<file path="src/hw/rtl/imurcf_pkg.sv">
package imurcf_pkg;

    localparam int ANGLE_FRAC_BITS = 16;

    localparam int SMP_W    = 16;
    localparam int TIME_W   = 48;
    localparam int ANGLE_W  = 32;
    localparam int DT_W     = 34;
    localparam int Z_W      = 34;
    localparam int MA_W     = 40;
    localparam int MB_W     = 18;
    localparam int ACC_W    = 60;
    localparam int NUM_W    = 64;
    localparam int DEN_W    = 27;
    localparam int SUM_W    = 42;
    localparam int CNT_W    = 11;
    localparam int CFG_W    = 22;
    localparam int CFG_IDX_W = 2;

    localparam int CORDIC_STEPS = 20;
    localparam int STEP_W       = 5;
    localparam int DIV_CNT_W    = 6;

    localparam logic signed [Z_W-1:0]    HALF_PI_Q30 = 34'sd1686629712;
    localparam logic signed [TIME_W-1:0] DT_LIMIT    = 48'sd4294967295;
    localparam logic [16:0]              MIX_ONE     = 17'd32768;
    localparam logic [ACC_W-1:0]         MIX_HALF    = 60'd16384;
    localparam int                       MIX_SHIFT   = 15;
    localparam logic signed [MB_W-1:0]   DEG_SCALE   = 18'sd573;

    localparam logic [DEN_W-1:0] RAW_DEN   = DEN_W'(10 << (30 - ANGLE_FRAC_BITS));
    localparam logic [DEN_W-1:0] GYRO_DEN  = 27'd131000000;
    localparam logic [NUM_W-1:0] GYRO_HALF = 64'd65500000;

    typedef enum logic [CFG_IDX_W-1:0] {
        CFG_LOWPASS_WEIGHT  = 2'd0,
        CFG_GYRO_WEIGHT     = 2'd1,
        CFG_CALIB_THRESHOLD = 2'd2,
        CFG_DEADBAND        = 2'd3
    } t_cfg_idx;

    typedef enum logic [4:0] {
        S_IDLE, S_DT, S_CORD, S_RAWMUL, S_RAWDIV, S_RAWW,
        S_LP1, S_LP2, S_LP3, S_GMUL, S_GDIV, S_GW,
        S_F0, S_F1, S_F2, S_F3, S_CAL, S_CDIV, S_CW, S_OUT
    } t_state;

    typedef struct packed {
        logic             start;
        logic [NUM_W-1:0] num;
        logic [DEN_W-1:0] den;
    } t_div_req;

    function automatic logic signed [Z_W-1:0] atan_q30(input logic [STEP_W-1:0] i);
        logic signed [Z_W-1:0] v;
        case (i)
            5'd0:  v = 34'sh03243F6A8;
            5'd1:  v = 34'sh01DAC6705;
            5'd2:  v = 34'sh00FADBAFC;
            5'd3:  v = 34'sh007F56EA6;
            5'd4:  v = 34'sh003FEAB76;
            5'd5:  v = 34'sh001FFD55B;
            5'd6:  v = 34'sh000FFFAAA;
            5'd7:  v = 34'sh0007FFF55;
            5'd8:  v = 34'sh0003FFFEA;
            5'd9:  v = 34'sh0001FFFFD;
            5'd10: v = 34'sh0000FFFFF;
            5'd11: v = 34'sh00007FFFF;
            5'd12: v = 34'sh00003FFFF;
            5'd13: v = 34'sh00001FFFF;
            5'd14: v = 34'sh00000FFFF;
            5'd15: v = 34'sh000007FFF;
            5'd16: v = 34'sh000003FFF;
            5'd17: v = 34'sh000001FFF;
            5'd18: v = 34'sh000000FFF;
            5'd19: v = 34'sh0000007FF;
            default: v = '0;
        endcase
        return v;
    endfunction

    function automatic logic signed [ANGLE_W-1:0] sat32(input logic signed [NUM_W-1:0] v);
        logic signed [ANGLE_W-1:0] r;
        if (v > 64'sd2147483647) begin
            r = 32'sh7FFFFFFF;
        end else if (v < -64'sd2147483648) begin
            r = 32'sh80000000;
        end else begin
            r = v[ANGLE_W-1:0];
        end
        return r;
    endfunction

endpackage

</file>
<file path="src/hw/rtl/imurcf_cordic.sv">
module imurcf_cordic (
    input  logic                                 i_clk,
    input  logic                                 i_rst_n,
    input  logic                                 i_start,
    input  logic signed [imurcf_pkg::SMP_W-1:0]  i_y,
    input  logic signed [imurcf_pkg::SMP_W-1:0]  i_x,
    output logic                                 o_done,
    output logic signed [imurcf_pkg::Z_W-1:0]    o_z
);
    import imurcf_pkg::*;

    logic                    r_busy;
    logic [STEP_W-1:0]       r_step;
    logic signed [Z_W-1:0]   r_xs, r_ys, r_z;
    logic                    r_zero;
    logic                    r_done;
    logic signed [Z_W-1:0]   xs0, ys0;
    logic signed [Z_W-1:0]   dx, dy;

    assign xs0 = {{(Z_W-SMP_W-14){i_x[SMP_W-1]}}, i_x, 14'd0};
    assign ys0 = {{(Z_W-SMP_W-14){i_y[SMP_W-1]}}, i_y, 14'd0};
    assign dx  = r_ys >>> r_step;
    assign dy  = r_xs >>> r_step;

    always_ff @(posedge i_clk) begin
        if (!i_rst_n) begin
            r_busy <= 1'b0;
            r_done <= 1'b0;
            r_step <= '0;
        end else begin
            r_done <= 1'b0;
            if (i_start) begin
                r_busy <= 1'b1;
                r_step <= '0;
            end else if (r_busy) begin
                if (r_step == STEP_W'(CORDIC_STEPS - 1)) begin
                    r_busy <= 1'b0;
                    r_done <= 1'b1;
                end
                r_step <= r_step + 1'b1;
            end
        end
    end

    always_ff @(posedge i_clk) begin
        if (i_start) begin
            r_zero <= (i_x == '0) && (i_y == '0);
            if (xs0 < 0) begin
                if (ys0 >= 0) begin
                    r_xs <= ys0;
                    r_ys <= -xs0;
                    r_z  <= HALF_PI_Q30;
                end else begin
                    r_xs <= -ys0;
                    r_ys <= xs0;
                    r_z  <= -HALF_PI_Q30;
                end
            end else begin
                r_xs <= xs0;
                r_ys <= ys0;
                r_z  <= '0;
            end
        end else if (r_busy) begin
            if (r_ys >= 0) begin
                r_xs <= r_xs + dx;
                r_ys <= r_ys - dy;
                r_z  <= r_z + atan_q30(r_step);
            end else begin
                r_xs <= r_xs - dx;
                r_ys <= r_ys + dy;
                r_z  <= r_z - atan_q30(r_step);
            end
        end
    end

    assign o_done = r_done;
    assign o_z    = r_zero ? '0 : r_z;
endmodule

</file>
<file path="config.mk">
export PLATFORM = sky130hd
export DESIGN_NAME = imurcf_cordic
export DESIGN_NICKNAME = d
export VERILOG_FILES = /design/src/hw/rtl/imurcf_pkg.sv /design/src/hw/rtl/imurcf_cordic.sv
export SDC_FILE = /design/constraint.sdc
export NUM_CORES = 1
export LEC_CHECK = 0
export BUFFER_PORTS_ARGS = -buffer_cell sky130_fd_sc_hd__buf_2
export CORE_ASPECT_RATIO = 1.2
export CORE_MARGIN = 2
export CORE_UTILIZATION = 60
export DETAILED_ROUTE_END_ITERATION = 16
export GPL_TIMING_DRIVEN = 0
export MAX_ROUTING_LAYER = met4
export PLACE_DENSITY = 0.78
export SLEW_MARGIN = 30
export SYNTH_ARGS = -nofsm -noshare
export SYNTH_HDL_FRONTEND = slang
export SYNTH_SLANG_ARGS = --single-unit
</file>
<file path="constraint.sdc">
create_clock -name i_clk -period 14.7 [get_ports i_clk]
set_input_delay 1.47 -clock i_clk [delete_from_list [all_inputs] [get_ports i_clk]]
set_output_delay 1.47 -clock i_clk [all_outputs]
set_load 0.01 [all_outputs]
</file>
### Word level (Yosys, flattened, before mapping)

Memories as Yosys holds them, arrays and structs flattened. A register that Yosys moved wholly into a read port is not among the register bits.
Cells that the tools add are included.

* reductions and logical operators: 6
* $lt $le $gt $ge: 3
* add/subtract/negate cells: 9
* equal/unequal tests: 1
* bitwise logic cells: 2
* shift operators: 2
* multiplexer cells: 30

Operator list (number)
* $mux W34: 22
* $add A34 B34 Y34: 3
* $sub A34 B34 Y34: 3
* $neg A30 Y34: 2
* $sshr A34 B5 Y34: 2
* $ge A34 B1 Y1 const B: 1
* $logic_not A16 Y1: 2
* $ge A30 B1 Y1 const B: 1
* $lt A30 B1 Y1 const B: 1
* $mux W5: 4
* $add A5 B1 Y5 const B: 1
* $eq A5 B5 Y1 const B: 1
* $mux W1: 4
* $reduce_or A3 Y1: 1
* $not A1 Y1: 2
* $reduce_bool A2 Y1: 1
* $reduce_or A2 Y1: 1
* $logic_and A1 B1 Y1: 1

* register bits after elaboration: 110
* bits of input ports: 35
* memories: 2
* ROM bits: 1920
* output and inout bits: 35

Memory list
* (name not given): words 32, width 30, read ports 1, clocked after Yosys merged registers in 1, wr ports 0, line imurcf_pkg.sv:56 `case (i)`
* (name not given): words 32, width 30, read ports 1, clocked after Yosys merged registers in 1, wr ports 0, line imurcf_pkg.sv:56

### Logic depth before layout (Yosys ltp)

* depth in word-level cells: 8
* mapped depth: 27
* depth with buffers taken out: 23

### Worst setup path after synthesis

Ideal clock, no wire load.

* path type: register to register
* start point: reg r_step[1]
* end point: reg r_ys[32] (data pin)
* data arrival time: 5864 ps
* library setup time: 134 ps
* setup slack: 8702 ps
* path buffers: 6
* stages on the path, launching flop included: 27
* cell sequence: dfxtp_1 -> buf_6 -> buf_12 -> buf_6 -> buf_6 -> buf_6 -> mux4_2 -> a32oi_1 -> nand2_1 -> nor2_1 -> ha_1 -> inv_1 -> or3_4 -> o41ai_1 -> xor2_1 -> ha_1 -> clkbuf_1 -> a2111oi_0 -> o211ai_1 -> a41oi_1 -> o32ai_1 -> o41ai_1 -> o21ai_0 -> or2_2 -> o31ai_1 -> mux2_2 -> nand3_1

* cells in the longest elaborated chain, start to end: 5
* elaborated cells between the ends (all ways): 6

RTL lines
* start, declared: line imurcf_cordic.sv:13 `logic [STEP_W-1:0] r_step;`
* start signal, assigned: line imurcf_cordic.sv:40 `r_step <= r_step + 1'b1;`
* $sshr A34 B5 Y34 *: line imurcf_cordic.sv:23 `assign dy = r_xs >>> r_step;`
* $add A34 B34 Y34 or $sub A34 B34 Y34 (tied branches): line imurcf_cordic.sv:70, imurcf_cordic.sv:66
* $mux W34 *: line imurcf_cordic.sv:64 `if (r_ys >= 0) begin`
* $mux W34 *: line imurcf_cordic.sv:63 `end else if (r_busy) begin`
* $mux W34 *: line imurcf_cordic.sv:46 `if (i_start) begin`
* end signal, assigned: line imurcf_cordic.sv:51 `r_ys <= -xs0;`
* end signal, assigned: line imurcf_cordic.sv:66 `r_ys <= r_ys - dy;`
* end signal, assigned: line imurcf_cordic.sv:70 `r_ys <= r_ys + dy;`
* end, declared: line imurcf_cordic.sv:14 `logic signed [Z_W-1:0] r_xs, r_ys, r_z;`

Every way passes the cells marked *; elsewhere a longest branch is shown, timed or not. The select of a mux whose other input is x is not followed.
A chain may end at the register's enable or synchronous reset.

### Final worst setup path

* start point: reg r_step[2]
* end point: reg r_xs[29] (data pin)

* cells in the longest elaborated chain, start to end: 5
* elaborated cells between the ends (all ways): 6

RTL lines
* $sshr A34 B5 Y34 *: line imurcf_cordic.sv:22 `assign dx = r_ys >>> r_step;`
* $sub A34 B34 Y34 or $add A34 B34 Y34 (tied branches): line imurcf_cordic.sv:69, imurcf_cordic.sv:65
* $mux W34 *: line imurcf_cordic.sv:64
* $mux W34 *: line imurcf_cordic.sv:63
* $mux W34 *: line imurcf_cordic.sv:46
* end signal, assigned: line imurcf_cordic.sv:50 `r_xs <= ys0;`
* end signal, assigned: line imurcf_cordic.sv:65 `r_xs <= r_xs + dx;`
* end signal, assigned: line imurcf_cordic.sv:69 `r_xs <= r_xs - dx;`
* end, declared: line imurcf_cordic.sv:14

Marked as above.

==> results.json <==
{
  "critPathMaxStageDelay_ns": 0.73,
  "grt_pass1_vias": 18156,
  "avgSynthCellArea_um2": 8.59,
  "final_common_cell": "nand2_1",
  "vias": 18672,
  "cts_hold_buf": 0,
  "maxSlewViolCount": 0,
  "syn-instance-count": 2072,
  "synth_ff_type": "edfxtp_1",
  "cts_buffers": 17,
  "cts.repair.resized": 0,
  "nets": 2313,
  "startpoint_type": "register",
  "r2r_start": "r_step[2]",
  "synthToLayoutAreaGrowth_pct": 8.36,
  "ys_warn_count": 0,
  "die_h_um": 193,
  "yosysSeqAreaShare_pct": 21.6,
  "synthDistinctLibCells": 107,
  "die_w_um": 161,
  "synth-seq-cells": 140,
  "finalSetupViolCount": 0,
  "antenna_found_initial": 2,
  "hold_violations": 0,
  "syn_area_um2": 17800,
  "grt_overflow": 0,
  "first_iter_violations": 2478,
  "cellPowerDensity_nw_per_um2": 302,
  "max-vdd-ir-drop_mv": 0.222,
  "cts_tree": "built",
  "worstHoldStart": "r_busy",
  "worstPathCellList": "buf_4 > buf_2 > buf_1 > mux4_2 > mux2i_1 > nor2_1 > a221oi_1 > nor4b_4 > or4b_1 > buf_6 > nand2b_4 > mux2_2 > o21ai_1 > ha_1 > nand4_1 > nor4_1 > nand2_1 > a211oi_1 > nor2_1 > o21ai_0 > a21o_1 > a21oi_1 > xor2_1 > o32ai_1",
  "rsz0062_at_grt": "false",
  "relSlewSlack_pct": 28.9,
  "crit_buf_inv": 4,
  "synthArstFlopShare_pct": 0,
  "fmax_mhz": 116,
  "post-route-min-period_ns": 8.61,
  "synth_edf_count": 103,
  "core_um2": 29400,
  "holdWs_ns": 0.702,
  "p_leak_nw": 7.71,
  "cp_max_fo": 10,
  "gp_congestion": 1.14,
  "clockRootBuffer": "clkbuf_16",
  "min_to": "o_done",
  "port_buffers": 68,
  "regToRegSetupSlack_ns": 6.09,
  "clockBufferDepth": 2,
  "grt_start_max_net_pins": 47,
  "placed_area_um2": 18700,
  "crit_path_end_kind": "register",
  "io_pins": 70,
  "finalInstanceArea_um2": 19300,
  "drc_errors": 0,
  "crit_path_top_delay_cell": "buf_1",
  "routedWlPerCell_um": 29.6,
  "cp.required_ns": 14.86,
  "wirelength_um": 75900,
  "crit_path_frequent_cell": "nor2_1",
  "fin_tns_setup_ns": 0,
  "final_cell_mix": "nand2_1 (175), o21ai_0 (170), nor2_1 (164), a21oi_1 (147), xnor2_1 (117)",
  "clock-sinks": 140,
  "holdPathStages": 3,
  "reg2regPathDepth": 24,
  "crit_type": "register to register",
  "rows": 69,
  "grtUsageTotal_pct": 49.8,
  "finClkSkew_ns": 0.0281,
  "rr_endpoint": "r_xs[29]",
  "status": "completed",
  "worst-path-stages": 24,
  "finalCritPeriodShare_pct": 58.6,
  "drive_above_1_share_pct": 13.4,
  "drt_first_pass_iters": 7,
  "insertion_delay_ns": 0.46,
  "routed_via_density": 7.27,
  "worstMarginPinSlew_ns": 1.07,
  "path_delay_family": "compound AO/OA/AOI/OAI gates",
  "cts_setup_buffers": 0,
  "clk_pin_slew_ns": 0.07,
  "synth_nets": 2223,
  "die_area_um2": 31000,
  "finalPower_mw": 5.82,
  "drv_cap": 0,
  "ant_nets": 0,
  "dp_hpwl_um": 58200,
  "grt_pass1_wl_um": 111000,
  "critical_path_arrival_ns": 8.78,
  "hold_path_class": "register to register",
  "start_util_pct": 60.4,
  "ctsHtreeMaxLevel": 4
}
==> worst register-to-register path, delay by kind of cell (launching register included) <==
kind,cells,cell delay (ns)
XOR/XNOR,1,0.32
buffers and inverters,4,1.52
AND/OR/NAND/NOR,8,2.07
adder cells (fa/ha/maj),1,0.31
multiplexers,3,1.27
flip-flops,1,0.42
AO/OA/AOI/OAI,7,2.42
==> report_power, final <==
part	total (mW)	internal [mW]	switching, mW	leakage, nW
Clock	0.449	0.234	0.216	0.291
Sequential	0.940	0.683	0.257	1.37
Combinational	4.43	1.78	2.65	6.05
Total	5.82	2.70	3.13	7.71
==> cell families after synthesis <==
kind of cell               after synthesis  share of synthesized area (%)
and+or+nand+nor                        622                           17.8
AOI/OAI and AO/OA                      669                           24.9
buffers and inverters                  178                           4.54
DFF                                    140                           21.6
xor gates and xnor gates               185                           9.26
adders and majority gates              116                           8.29
muxes                                  162                           13.7
==> metal layers <==
metal	vias to the layer above	wire length (µm)	global-route usage [%]
met2	1380	33900	79.0
met3	483	8170	11.7
met4	0	8500	43.4
li1	8022	-	-
met5	-	0	-
met1	8787	25400	52.4
==> how the worst max path moves through the flow <==
stage / start / to / slack [ns]
floorplan: r_step[1] / r_ys[32] / 8.70
global placement: r_step[2] / r_xs[29] / 6.80
detailed placement: r_step[2] / r_xs[29] / 6.81
CTS: r_step[2] / r_xs[29] / 6.74
global route: r_step[2] / r_xs[29] / 6.04
finish: r_step[2] / r_xs[29] / 6.09
==> per-stage QoR <==
stage	cells	worst slack (ns)	utilization, %
after floorplan	2072	8.70	-
after global placement	2530	6.80	63.2
after detailed placement	2533	6.81	63.5
after CTS	2565	6.74	65.4
after global routing	2567	6.04	65.5
final	2567	6.09	65.5
==> synthesized netlist by cell type (all sizes together), types with 8 or more instances <==
cell | n | area [µm²]
nor4 | 15 | 124
nor3 | 28 | 145
nor2b | 52 | 325
o22ai | 12 | 81.3
edfxtp | 103 | 3090
buf | 53 | 337
nand2 | 175 | 657
nor3b | 8 | 65.1
a22oi | 10 | 75.1
a211oi | 27 | 215
inv | 58 | 218
clkbuf | 64 | 241
nor2 | 165 | 627
or2 | 18 | 113
a21oi | 148 | 744
ha | 113 | 1410
o31a | 10 | 87.6
o31ai | 32 | 283
and3 | 10 | 62.6
o211ai | 39 | 298
o21ai | 183 | 920
a31oi | 20 | 125
mux4 | 59 | 1340
or3 | 18 | 118
o41ai | 13 | 129
nand3 | 50 | 250
mux2i | 59 | 591
a221oi | 8 | 82.6
xor2 | 66 | 578
mux2 | 44 | 503
o221ai | 8 | 82.6
a211o | 9 | 78.8
o21a | 21 | 158
xnor2 | 117 | 1020
and2 | 12 | 75.1
nand2b | 31 | 201
nand4 | 9 | 62.6
dfxtp | 37 | 741
a21o | 55 | 413
==> layout make-up <==
| class | count | area, µm² |
|---|---|---|
| antenna | 2 | 5.00 |
| sequential | 140 | 3830 |
| clock buffer | 18 | 450 |
| inverter | 61 | 229 |
| timing repair buffer | 71 | 407 |
| buffer | 117 | 586 |
| multi-input combinational | 1754 | 13200 |
| clock inverter | 14 | 120 |
| fill | 2471 | 10200 |
| tap | 390 | 488 |
(Power assumes the default switching activity.)
