===== src/hw/rtl/imurcf_pkg.sv =====
package imurcf_pkg;

    localparam int ANGLE_FRAC_BITS = 16;

    localparam int SMP_W    = 16;
    localparam int TIME_W   = 48;
    localparam int ANGLE_W  = 32;
    localparam int DT_W     = 34;
    localparam int Z_W      = 34;
    localparam int MA_W     = 40;
    localparam int MB_W     = 18;
    localparam int ACC_W    = 60;
    localparam int NUM_W    = 64;
    localparam int DEN_W    = 27;
    localparam int SUM_W    = 42;
    localparam int CNT_W    = 11;
    localparam int CFG_W    = 22;
    localparam int CFG_IDX_W = 2;

    localparam int CORDIC_STEPS = 20;
    localparam int STEP_W       = 5;
    localparam int DIV_CNT_W    = 6;

    localparam logic signed [Z_W-1:0]    HALF_PI_Q30 = 34'sd1686629712;
    localparam logic signed [TIME_W-1:0] DT_LIMIT    = 48'sd4294967295;
    localparam logic [16:0]              MIX_ONE     = 17'd32768;
    localparam logic [ACC_W-1:0]         MIX_HALF    = 60'd16384;
    localparam int                       MIX_SHIFT   = 15;
    localparam logic signed [MB_W-1:0]   DEG_SCALE   = 18'sd573;

    localparam logic [DEN_W-1:0] RAW_DEN   = DEN_W'(10 << (30 - ANGLE_FRAC_BITS));
    localparam logic [DEN_W-1:0] GYRO_DEN  = 27'd131000000;
    localparam logic [NUM_W-1:0] GYRO_HALF = 64'd65500000;

    typedef enum logic [CFG_IDX_W-1:0] {
        CFG_LOWPASS_WEIGHT  = 2'd0,
        CFG_GYRO_WEIGHT     = 2'd1,
        CFG_CALIB_THRESHOLD = 2'd2,
        CFG_DEADBAND        = 2'd3
    } t_cfg_idx;

    typedef enum logic [4:0] {
        S_IDLE, S_DT, S_CORD, S_RAWMUL, S_RAWDIV, S_RAWW,
        S_LP1, S_LP2, S_LP3, S_GMUL, S_GDIV, S_GW,
        S_F0, S_F1, S_F2, S_F3, S_CAL, S_CDIV, S_CW, S_OUT
    } t_state;

    typedef struct packed {
        logic             start;
        logic [NUM_W-1:0] num;
        logic [DEN_W-1:0] den;
    } t_div_req;

    function automatic logic signed [Z_W-1:0] atan_q30(input logic [STEP_W-1:0] i);
        logic signed [Z_W-1:0] v;
        case (i)
            5'd0:  v = 34'sh03243F6A8;
            5'd1:  v = 34'sh01DAC6705;
            5'd2:  v = 34'sh00FADBAFC;
            5'd3:  v = 34'sh007F56EA6;
            5'd4:  v = 34'sh003FEAB76;
            5'd5:  v = 34'sh001FFD55B;
            5'd6:  v = 34'sh000FFFAAA;
            5'd7:  v = 34'sh0007FFF55;
            5'd8:  v = 34'sh0003FFFEA;
            5'd9:  v = 34'sh0001FFFFD;
            5'd10: v = 34'sh0000FFFFF;
            5'd11: v = 34'sh00007FFFF;
            5'd12: v = 34'sh00003FFFF;
            5'd13: v = 34'sh00001FFFF;
            5'd14: v = 34'sh00000FFFF;
            5'd15: v = 34'sh000007FFF;
            5'd16: v = 34'sh000003FFF;
            5'd17: v = 34'sh000001FFF;
            5'd18: v = 34'sh000000FFF;
            5'd19: v = 34'sh0000007FF;
            default: v = '0;
        endcase
        return v;
    endfunction

    function automatic logic signed [ANGLE_W-1:0] sat32(input logic signed [NUM_W-1:0] v);
        logic signed [ANGLE_W-1:0] r;
        if (v > 64'sd2147483647) begin
            r = 32'sh7FFFFFFF;
        end else if (v < -64'sd2147483648) begin
            r = 32'sh80000000;
        end else begin
            r = v[ANGLE_W-1:0];
        end
        return r;
    endfunction

endpackage


===== src/hw/rtl/imurcf_div.sv =====
module imurcf_div (
    input  logic                              i_clk,
    input  logic                              i_rst_n,
    input  imurcf_pkg::t_div_req              i_req,
    output logic                              o_done,
    output logic [imurcf_pkg::NUM_W-1:0]      o_quot
);
    import imurcf_pkg::*;

    logic                 r_busy;
    logic                 r_done;
    logic [DIV_CNT_W-1:0] r_cnt;
    logic [NUM_W-1:0]     r_num;
    logic [DEN_W:0]       r_rem;
    logic [DEN_W-1:0]     r_den;
    logic [DEN_W:0]       trial;
    logic                 fits;

    // restoring division, one quotient bit per cycle
    assign trial = {r_rem[DEN_W-1:0], r_num[NUM_W-1]};
    assign fits  = trial >= {1'b0, r_den};

    always_ff @(posedge i_clk) begin
        if (!i_rst_n) begin
            r_busy <= 1'b0;
            r_done <= 1'b0;
            r_cnt  <= '0;
        end else begin
            r_done <= 1'b0;
            if (i_req.start) begin
                r_busy <= 1'b1;
                r_cnt  <= '0;
            end else if (r_busy) begin
                r_cnt <= r_cnt + 1'b1;
                if (r_cnt == '1) begin
                    r_busy <= 1'b0;
                    r_done <= 1'b1;
                end
            end
        end
    end

    always_ff @(posedge i_clk) begin
        if (i_req.start) begin
            r_num <= i_req.num;
            r_den <= i_req.den;
            r_rem <= '0;
        end else if (r_busy) begin
            r_rem <= fits ? trial - {1'b0, r_den} : trial;
            r_num <= {r_num[NUM_W-2:0], fits};
        end
    end

    assign o_done = r_done;
    assign o_quot = r_num;
endmodule


===== config.mk =====
export PLATFORM = sky130hd
export DESIGN_NAME = imurcf_div
export DESIGN_NICKNAME = d
export VERILOG_FILES = /design/src/hw/rtl/imurcf_pkg.sv /design/src/hw/rtl/imurcf_div.sv
export SDC_FILE = /design/constraint.sdc
export NUM_CORES = 1
export LEC_CHECK = 0
export BUFFER_PORTS_ARGS = -buffer_cell sky130_fd_sc_hd__buf_4
export CAP_MARGIN = 40
export CORE_ASPECT_RATIO = 1.5
export CORE_MARGIN = 1.5
export CORE_UTILIZATION = 55
export CTS_BUF_LIST = sky130_fd_sc_hd__clkbuf_8 sky130_fd_sc_hd__clkbuf_16
export DETAILED_ROUTE_END_ITERATION = 6
export GPL_ROUTABILITY_DRIVEN = 0
export PLACE_DENSITY = 0.82
export SYNTH_ARGS = -nofsm -noshare
export SYNTH_HDL_FRONTEND = slang
export SYNTH_SLANG_ARGS = --single-unit

===== constraint.sdc =====
create_clock -name i_clk -period 6.8 [get_ports i_clk]
set_input_delay 0.34 -clock i_clk [delete_from_list [all_inputs] [get_ports i_clk]]
set_output_delay 0.34 -clock i_clk [all_outputs]
set_load 0.02 [all_outputs]

### After elaboration in Yosys (flattened, before gate mapping)

Index checks and enable logic that the tools add are counted.

* order comparisons: 1
* eq/ne operators: 1
* bitwise gates (word level): 2
* mux-type cells: 7
* $add $sub $neg: 2
* reductions and logical operators: 3

Operator list (count)
* 64-bit 2-to-1 mux: 2
* 28-bit by 27-bit greater-or-equal comparator with 1-bit output: 1
* 27-bit 2-to-1 mux: 1
* 27-bit subtractor: 1
* 6-bit by 1-bit adder with 6-bit output (second input constant): 1
* 6-bit == test (second input constant): 1
* 1-bit 2-to-1 mux: 4
* 3-bit OR reduction: 1
* 1-bit NOT: 2
* 2-bit nonzero test: 1
* 2-bit OR reduction: 1

* bits in registers: 126
* bits of input ports: 94
* logic and storage cells: 22

### Depth between registers and ports, before layout

Gate-level depths: netlist of run 1.

* depth in word-level cells: 4
* gate-level depth with buffers: 13
* gate-level depth less buffers: 11

### Least setup slack after synthesis of run 1

OpenSTA, ideal clock, no wires.

* path kind: reg2reg
* from: register r_num[63], in the netlist o_quot[63]
* to: register r_rem[14]
* required time: 6712 ps
* slack: 3829 ps
* stages on the path, launching flop included: 12
* data arrival time: 2883 ps
* cells stage by stage: edfxtp_1 > inv_1 > ha_1 > fa_1 > nand2b_1 > a21oi_1 > o211ai_1 > nand3_2 > a2111oi_4 > or2_4 > or3_2 > a311oi_2

* word-level cells in the longest chain between the ends: 2
* elaborated cells on any way between the ends: 3

Ends and longest elaborated chain
* start, declared: RTL line imurcf_div.sv:13 `logic [NUM_W-1:0] r_num;`
* start signal, assigned: RTL line imurcf_div.sv:45 `r_num <= i_req.num;`
* start signal, assigned: RTL line imurcf_div.sv:50 `r_num <= {r_num[NUM_W-2:0], fits};`
* 27-bit subtractor or 28-bit by 27-bit greater-or-equal comparator with 1-bit output (tied branches): RTL line imurcf_div.sv:49, imurcf_div.sv:21
* 27-bit 2-to-1 mux (*): RTL line imurcf_div.sv:49 `r_rem <= fits ? trial - {1'b0, r_den} : trial;`
* end signal, assigned: RTL line imurcf_div.sv:49
* end, declared: RTL line imurcf_div.sv:14 `logic [DEN_W:0] r_rem;`

Every way passes the cells marked *; elsewhere a longest branch is shown, timed or not.
A chain may end at the register's enable or synchronous reset.

### Final worst setup path of run 1

* from: register r_num[63], in the netlist o_quot[63]
* to: register r_rem[23]

The elaborated chain is that of the path after synthesis.

==> flow_summary.json, run 1 <==
{
  "status": "finished, final reports clean",
  "period_minus_slack_ns": 3.31,
  "yosysWarnings": 0,
  "yosysTopAreaCell": "edfxtp_1",
  "startpoint_type": "flop",
  "final_nets": 846,
  "io_buffers": 158,
  "grt_pass1_vias": 5240,
  "vdd_drop_max_mv": 0.192,
  "path_clk_slew_ns": 0.06,
  "ioPinCount": 159,
  "grt_max_degree": 65,
  "setup_ws_ns": 3.49,
  "vias": 5087,
  "start_util_pct": 56.0,
  "fill_cells": 847,
  "ys_top_cells_by_count": "91 x edfxtp_1, 64 x mux2_2, 48 x nand2_1",
  "fmax_mhz": 302,
  "syn_avg_cell_area_um2": 11.7,
  "cts_inserted_buffers": 17,
  "die_y_um": 138,
  "core_area_um2": 11900,
  "syn_area_um2": 6660,
  "rr_worst_depth": 11,
  "synth_cells": 568,
  "cts.htree.levels": 4,
  "grt_antenna_before_repair": 0,
  "finalSetupTns_ns": 0,
  "synth_flop_cell": "edfxtp_1",
  "cts_root_buf": "clkbuf_16",
  "cts_tree": "yes",
  "worstMarginPinSlew_ns": 0.893,
  "crit_path_end_kind": "flop",
  "finClkSkew_ns": 0.0103,
  "syn_to_final_growth_pct": 26.7,
  "async_reset_ff_share_pct": 0,
  "required_ns": 7.11,
  "diodes": 0,
  "seqPwrFrac_pct": 40.5,
  "p_switching_uw": 637,
  "gr-total-overflow": 0,
  "die_w_um": 92.8,
  "r2r-end": "r_rem[23]",
  "post_cts_buffers": 0,
  "maxCapViolCount": 0,
  "yosysMostFrequentCell": "edfxtp_1",
  "clkLatencyLatePin_ns": 0.42,
  "clock-sinks": 126,
  "setup_viol": 0,
  "worstSetupPathType": "flop to flop",
  "holdPathStages": 1,
  "hold_buffers": 0,
  "cts_resized": 0,
  "fp-row-count": 49,
  "drive_above_1_share_pct": 37.9,
  "syn-num-nets": 691,
  "hold_viol_final": 0,
  "rsz0062_at_grt": "no",
  "p_int_mw": 1.70,
  "synthTopCellsByArea": "edfxtp_1 41%, mux2_2 11%, dfxtp_1 11%",
  "synth_edf_count": 91,
  "finalMaxSlewViolations": 0,
  "power_density_nw_per_um2": 277,
  "ys_types": 61,
  "min_period_over_period_pct": 48.7,
  "hold_path_startpoint": "i_req[7]",
  "rrSetupSlack_ns": 3.49,
  "wire_per_inst_um": 17.9,
  "slew_headroom_pct": 40.4,
  "hold_path_class": "input pin to flop",
  "grt_usage_pct": 25.3,
  "grt_pass1_wl_um": 24700,
  "synth-seq-cells": 126,
  "postRouteAntennaNets": 0,
  "synth_top_area_share_pct": 41.0,
  "power_frac_clock_pct": 40.2,
  "cts.path.max_buffers": 2,
  "pwr-share-comb_pct": 19.3,
  "yosysSeqAreaShare_pct": 51.6,
  "drc": 0,
  "r2r-start": "o_quot[63]",
  "place_ws_ns": 3.53,
  "p_leak_nw": 3.54,
  "dp_hpwl_um": 11100,
  "p_sw_share_pct": 27.3,
  "worstHoldEndpoint": "r_den[7]",
  "dr.first_iter.drc_count": 305,
  "worstPathArrival_ns": 3.62,
  "dieArea_um2": 12800,
  "totalWireLength_um": 15900,
  "cp_max_fo": 19,
  "via_per_inst": 5.72,
  "drt_pass1_iterations": 5
}
==> cell families after synthesis <==
family,after synthesis,synth area share (%)
simple gates,143,10.1
flops,126,51.6
compound gates,123,13.5
mux,65,11.0
buf+inv,60,5.41
fa+ha+maj,29,5.56
xor+xnor,22,2.89
==> worst max-delay path by stage <==
stage | from | to | slack, ns | cells after the start
6_report | o_quot[63] | r_rem[23] | 3.49 | 11
5_1_grt | o_quot[63] | r_rem[23] | 3.21 | 11
4_1_cts | o_quot[63] | r_rem[23] | 3.56 | 11
3_5_place_dp | o_quot[63] | r_rem[23] | 3.53 | 11
3_3_place_gp | o_quot[63] | r_rem[14] | 3.69 | 11
2_1_floorplan | o_quot[63] | r_rem[14] | 3.83 | 11
==> area by class of cell <==
class                      count  area [um^2]  area share [%]
clock inverter                14          168            1.99
sequential                   126         3430            40.7
inverter                      35          131            1.56
tap                          153          191            2.27
multi-input combinational    382         2870            34.0
timing repair buffer         161         1210            14.3
clock buffer                  18          439            5.20
==> registers in the layout, summed over array words and instances (netlist names) <==
signal  flops
o_quot     64
r_den      27
r_rem      27
r_cnt       6
o_done      1
r_busy      1
==> critical path: stages (launching register included) <==
cell and delay, ns:
edfxtp_1 0.36, inv_1 0.06, ha_1 0.22, fa_1 0.39
nand2b_1 0.19, a21oi_1 0.26, o211ai_1 0.19, nand3_2 0.14
a2111oi_4 0.12, nor2_2 0.73, nand3_1 0.18, a311oi_1 0.35
==> metal layers <==
metal	GRT usage (%)	wire, um
met3	8.39	1370
met1	26.9	5700
met5	0	0
met2	45.5	8450
met4	10.7	357
==> power by group through the flow <==
stage / clock network, mW / registers [mW] / logic [mW]
after detailed placement: 0 / 0.960 / 0.448
after CTS: 0.945 / 0.947 / 0.451
after global placement: 0 / 0.957 / 0.436
after global routing: 0.977 / 0.954 / 0.490
after floorplan: 0 / 1.00 / 0.246
final: 0.938 / 0.946 / 0.451
==> cell usage in the layout, fill, tap and decap left out, drive strengths merged, types with 4 or more instances in the layout <==
master / Yosys / final
o21ai: 14 / 14
xnor2: 13 / 13
nand4: 7 / 7
nor2: 42 / 42
clkbuf: 17 / 18
a211oi: 7 / 7
a21o: 12 / 12
nand3: 11 / 11
edfxtp: 91 / 91
o211ai: 7 / 7
inv: 34 / 37
dfxtp: 35 / 35
xor2: 9 / 9
nand2: 48 / 48
clkinv: 1 / 5
clkinvlp: 0 / 4
mux2: 64 / 64
o21a: 6 / 6
ha: 28 / 28
nand2b: 4 / 4
a311oi: 19 / 19
a21oi: 35 / 35
or2: 4 / 4
nor3: 8 / 8
buf: 7 / 161
and3: 4 / 4
or3: 7 / 7
==> through the flow <==
step / utilization [%] / area, um^2 / power, mW / std cells / hold slack [ns]
2_1_floorplan: - / 6660 / 1.25 / 568 / 0.439
3_3_place_gp: 65.9 / 7830 / 1.39 / 857 / 0.465
3_5_place_dp: 65.9 / 7830 / 1.41 / 857 / 0.487
4_1_cts: 71.0 / 8440 / 2.34 / 889 / 0.0798
5_1_grt: 71.0 / 8440 / 2.42 / 889 / 0.0776
6_report: 71.0 / 8440 / 2.34 / 889 / 0.0939
(Power assumes the default switching activity.)
==> run 2, diff against run 1 <==
CORE_UTILIZATION = 54   (was 55)
PLACE_DENSITY = 0.8   (was 0.82)
clock period = 3.35 ns   (was 6.8 ns; I/O delays follow)
==> run 2 against run 1 <==
  * Clock-buffer cell count decreased by 1
  * Die area increased by 1.8%
  * Cell count increased by 3.7%
  * Combinational power increased by 110%
  * Highest routed layer unchanged
  * Hold slack got worse by 0.066 ns
  * Largest power group unchanged
  * Sequential power increased by 100%
  * Critical path type unchanged
  * Critical path depth unchanged
  * Clock skew about the same
  * Wire length increased by 1.5%
==> flow_summary.json, run 2 (synthesized netlist as in run 1, its figures left out) <==
{
  "dieArea_um2": 13000,
  "crit_path_start": "o_quot[63]",
  "crit_path_end_kind": "flop",
  "cts.path.max_buffers": 2,
  "period_minus_slack_ns": 3.16,
  "rsz0062_at_grt": "no",
  "startpoint_type": "flop",
  "die_w_um": 93.7,
  "core_area_um2": 12000,
  "final_cell_mix": "167 x buf_4, 91 x edfxtp_1, 64 x mux2_2",
  "die_y_um": 139,
  "worstSetupPathType": "flop to flop",
  "diodes": 0,
  "syn_to_final_growth_pct": 31.0,
  "path_clk_slew_ns": 0.06,
  "finalMaxSlewViolations": 0,
  "hold_path_class": "input pin to flop",
  "drt_pass1_iterations": 4,
  "placed_cells": 862,
  "grt_pass1_wl_um": 26400,
  "dp_hpwl_um": 11300,
  "grt_usage_pct": 25.8,
  "worstMarginPinSlew_ns": 0.808,
  "hold_viol_final": 0,
  "cp_max_fo": 4,
  "postRouteAntennaNets": 0,
  "drc": 0,
  "vias": 5192,
  "grt_max_degree": 65,
  "maxCapViolCount": 0,
  "final_common_cell": "buf_4",
  "crit_chain": "inv_1 > ha_1 > fa_1 > nand2b_1 > a21oi_1 > o211ai_1 > a21boi_0 > o21a_1 > nor3_1 > or3_2 > a311oi_2",
  "slowest_stage": "a21boi_0",
  "slowest_delay_ns": 0.46,
  "wire_per_inst_um": 17.5,
  "required_ns": 3.68,
  "clkLatencyLatePin_ns": 0.42,
  "via_per_inst": 5.63,
  "io_buffers": 158,
  "endpoint": "r_rem[14]",
  "ioPinCount": 159,
  "vdd_drop_max_mv": 0.375,
  "largest_reg_flops": 64,
  "drive_above_1_share_pct": 37.1,
  "fin_cells": 922,
  "setup_viol": 0,
  "grt_antenna_before_repair": 0,
  "totalWireLength_um": 16100,
  "clock-sinks": 126,
  "gr-total-overflow": 0,
  "power_density_nw_per_um2": 535,
  "fp-row-count": 49,
  "final_nets": 879,
  "dr.first_iter.drc_count": 285,
  "grt_pass1_vias": 5476,
  "cts_inserted_buffers": 17,
  "status": "finished, final reports clean",
  "cts.htree.levels": 4,
  "p_leak_nw": 3.67,
  "cts_root_buf": "clkbuf_16",
  "finClkSkew_ns": 0.0105,
  "slew_headroom_pct": 46.1,
  "fmax_mhz": 316,
  "r2r-end": "r_rem[14]",
  "worstPathArrival_ns": 3.49,
  "rr_worst_depth": 11,
  "start_util_pct": 55.4,
  "min_period_over_period_pct": 94.4,
  "cts_tree": "yes",
  "finalSetupTns_ns": 0,
  "r2r-start": "o_quot[63]",
  "rrSetupSlack_ns": 0.19
}
[run 2: cell count changes in the layout (fill, tap and decap cells not counted)]
| cell | previous run | this run |
|---|---|---|
| bufinv_16 | 3 | 2 |
| clkinv_2 | 1 | 2 |
| buf_4 | 161 | 167 |
| clkinv_1 | 2 | 3 |
| o31ai_1 | 3 | 2 |
| dlygate4sd3_1 | 0 | 27 |
| o31ai_2 | 0 | 1 |
| clkbuf_8 | 1 | 0 |
[run 2: area by class of cell]
cell class / instances / area (um^2)
Clock inverter: 15 / 146
Fill cell: 846 / 3290
Multi-Input combinational cell: 382 / 2870
Inverter: 35 / 131
Timing Repair Buffer: 194 / 1520
Sequential cell: 126 / 3430
Clock buffer: 17 / 425
Tap cell: 153 / 191
[run 2: worst min path at each step]
stage	from	endpoint	slack, ns	depth (start not counted)
2_1_floorplan	i_req[0]	r_den[0]	0.27	0
3_3_place_gp	i_req[26]	r_den[26]	0.35	1
3_5_place_dp	i_req[16]	r_den[16]	0.35	1
4_1_cts	i_rst_n	r_busy	0.01	2
5_1_grt	i_rst_n	r_busy	0.03	2
6_report	i_rst_n	r_busy	0.03	2
[run 2: timing repair]
item	CTS	global route
setup endpoints to repair	0	7
endpoints found under the hold margin	27	0
gates resized for setup	0	1
setup buffers	0	1
hold buffers	27	0
[run 2: worst max-delay path, delay by kind of cell (launching register included)]
| family | cells | cell delay, ns |
|---|---|---|
| AO/OA/AOI/OAI | 5 | 1.36 |
| adder cells (fa/ha/maj) | 2 | 0.60 |
| buffers and inverters | 1 | 0.06 |
| flip-flops | 1 | 0.38 |
| AND/OR/NAND/NOR | 3 | 0.68 |
[run 2: through the flow]
step	worst slack, ns	instance area (um^2)	hold WS [ns]	utilization, %	total power [mW]
after CTS	0.188	8710	0.0131	72.5	4.68
after global routing	0.000856	8720	0.0264	72.6	4.86
after floorplan	0.379	6660	0.266	-	2.54
after global placement	0.304	7870	0.347	65.5	2.83
after detailed placement	0.209	7870	0.347	65.5	2.86
final	0.188	8720	0.0279	72.6	4.67
[run 2: layer usage]
| layer | wire, um | global-route usage, % | vias up |
|---|---|---|---|
| met3 | 1270 | 9.92 | 38 |
| met4 | 473 | 10.8 | 0 |
| met2 | 8270 | 43.7 | 191 |
| met1 | 6100 | 28.6 | 2469 |
| met5 | 0 | 0 | - |
| li1 | - | - | 2494 |
[run 2: where the power goes]
group / total (mW) / leakage [nW] / internal [mW] / switching [mW]
combinational: 0.955 / 2.20 / 0.449 / 0.506
sequential: 1.92 / 1.20 / 1.84 / 0.0794
clock: 1.79 / 0.272 / 1.09 / 0.703
==> run 3, diff against run 2 <==
CORE_MARGIN = 2   (was 1.5)
clock period = 3.1 ns   (was 3.35 ns; I/O delays follow)
==> run 3 against run 2 <==
  * Clock-buffer cell count stayed put
  * Sequential share of layout area is 0.54 points lower
  * Hold slack worse by 0.013 ns
  * Worst setup slack worse by 0.056 ns
  * Core utilization is 1.0 points higher
  * Fmax is 6.5% higher
  * Sequential cell count stayed put
  * First-iteration DRC count is 12% higher
  * Die area is 1.8% higher
  * Wire length is 4.6% higher
  * Design area is 1.4% higher
  * Sequential power is 8% higher
  * Critical path type unchanged
  * Largest cell class unchanged
  * Largest power group unchanged
==> flow_summary.json, run 3 (synthesized netlist as in run 1, its figures left out) <==
{
  "crit_buf_inv": 1,
  "grt_pass1_vias": 5586,
  "p_sw_share_pct": 27.5,
  "pwr-share-comb_pct": 20.6,
  "fmax_mhz": 337,
  "power_density_nw_per_um2": 584,
  "grt_usage_pct": 26.2,
  "worstMarginPinSlew_ns": 0.788,
  "slowest_stage": "o31ai_2",
  "crit_path_start": "r_den[6]",
  "via_per_inst": 5.72,
  "cts.path.max_buffers": 2,
  "drive_above_1_share_pct": 38.4,
  "p_int_mw": 3.75,
  "finalMaxSlewViolations": 0,
  "maxCapViolCount": 0,
  "r2r-start": "r_den[6]",
  "slew_headroom_pct": 47.3,
  "cts_inserted_buffers": 17,
  "cts_tree": "yes",
  "setup_viol": 0,
  "hold_path_class": "input pin to flop",
  "rsz0062_at_grt": "no",
  "cp_max_fo": 6,
  "die_y_um": 140,
  "diodes": 0,
  "crit_chain": "inv_1 > ha_1 > a21oi_1 > o21ai_0 > nor2b_1 > o311ai_1 > o31ai_2 > o22ai_1 > or3_1 > a311oi_1",
  "fp-row-count": 49,
  "finalSetupTns_ns": 0,
  "min_period_over_period_pct": 95.8,
  "start_util_pct": 55.4,
  "slowest_delay_ns": 0.43,
  "totalWireLength_um": 16900,
  "placed_cells": 868,
  "worstSetupPathType": "flop to flop",
  "drt_pass1_iterations": 5,
  "cts_root_buf": "clkbuf_16",
  "place_ws_ns": 0.0759,
  "fill_cells": 822,
  "utilization_pct": 73.6,
  "hold_viol_final": 0,
  "grt_max_degree": 116,
  "power_mw": 5.16,
  "clock-sinks": 126,
  "grt_antenna_before_repair": 0,
  "syn_to_final_growth_pct": 32.8,
  "vdd_drop_max_mv": 0.412,
  "status": "finished, final reports clean",
  "startpoint_type": "flop",
  "die_w_um": 94.7,
  "final_common_cell": "buf_4",
  "cp_top_family": "compound AO/OA/AOI/OAI gates",
  "dr.first_iter.drc_count": 318,
  "hold_path_startpoint": "i_rst_n",
  "worstPathArrival_ns": 3.28,
  "drc": 0,
  "fin_cells": 929,
  "clkLatencyLatePin_ns": 0.42,
  "p_leak_nw": 3.74,
  "period_minus_slack_ns": 2.97,
  "cts.htree.levels": 4,
  "required_ns": 3.41,
  "final_cell_mix": "172 x buf_4, 91 x edfxtp_1, 64 x mux2_2",
  "dp_hpwl_um": 11400,
  "largest_reg_flops": 64,
  "io_buffers": 158,
  "setup_ws_ns": 0.131,
  "core_area_um2": 12000,
  "crit_path_end_kind": "flop",
  "postRouteAntennaNets": 0,
  "finClkSkew_ns": 0.00907,
  "path_clk_slew_ns": 0.06,
  "ioPinCount": 159,
  "grt_pass1_wl_um": 27300,
  "vias": 5315,
  "seqPwrFrac_pct": 40.1,
  "gr-total-overflow": 0,
  "final_nets": 886,
  "wire_per_inst_um": 18.1,
  "dieArea_um2": 13300,
  "p_switching_mw": 1.42,
  "power_frac_clock_pct": 39.3
}
-- run 3: cell count changes in the layout (fill, tap and decap cells not counted), moves of 2 or more --
| cell | change |
|---|---|
| clkinvlp_4 | -3 |
| clkinv_1 | -2 |
| clkinv_2 | +3 |
| buf_4 | +5 |
| buf_12 | +2 |
-- run 3: cell type report --
| type | count | area [um^2] | share of cell area [%] |
|---|---|---|---|
| tap | 153 | 191 | 2.16 |
| sequential | 126 | 3430 | 38.8 |
| inverter | 35 | 131 | 1.49 |
| timing repair buffer | 201 | 1600 | 18.1 |
| multi-input combinational | 382 | 2890 | 32.7 |
| clock inverter | 15 | 170 | 1.92 |
| clock buffer | 17 | 425 | 4.81 |
-- run 3: timing repair --
action / 4_1_cts / 5_1_grt
endpoints found under the setup margin: 0 / 24
gates resized for setup: 0 / 6
hold buffers: 27 / 0
hold endpoints to repair: 27 / 0
buffers inserted: 0 / 2
-- run 3: final timing paths --
path | endpoint | slack (ns) | cells after the start
setup / recovery | r_rem[23] | 0.13 | 10
hold / removal | r_busy | 0.01 | 2
setup reg to reg | r_rem[23] | 0.13 | 10
hold reg to reg | r_cnt[5] | 0.49 | 2
-- run 3: power groups by stage --
stage	registers (mW)	clock network, mW	logic, mW
after floorplan	2.20	0	0.539
after global placement	2.10	0	0.980
after detailed placement	2.10	0	1.01
after CTS	2.07	2.05	1.05
after global routing	2.09	2.12	1.15
final	2.07	2.03	1.06
-- run 3: metrics by stage --
stage                     hold WS (ns)  cell area, um^2
after floorplan                  0.254             6660
after global placement           0.333             7940
after detailed placement         0.334             7940
after CTS                     0.000888             8810
after global routing            0.0196             8850
final                           0.0146             8850
-- run 3: worst reg2reg max path: cells and delay by family, from the launching register on --
kind	cells	cell delay, ns
compound gates	6	1.43
fa+ha+maj	1	0.40
buf+inv	1	0.04
flops	1	0.32
simple gates	2	0.65
-- run 3: layer usage --
| metal | global-route usage, % | wire [um] | up-vias | share of wire (%) |
|---|---|---|---|---|
| met5 | 0 | 0 | - | 0 |
| met4 | 8.39 | 358 | 0 | 2.1 |
| met3 | 9.09 | 1460 | 37 | 8.6 |
| met2 | 46.0 | 8710 | 246 | 52 |
| met1 | 29.5 | 6330 | 2525 | 38 |
| li1 | - | - | 2507 | - |
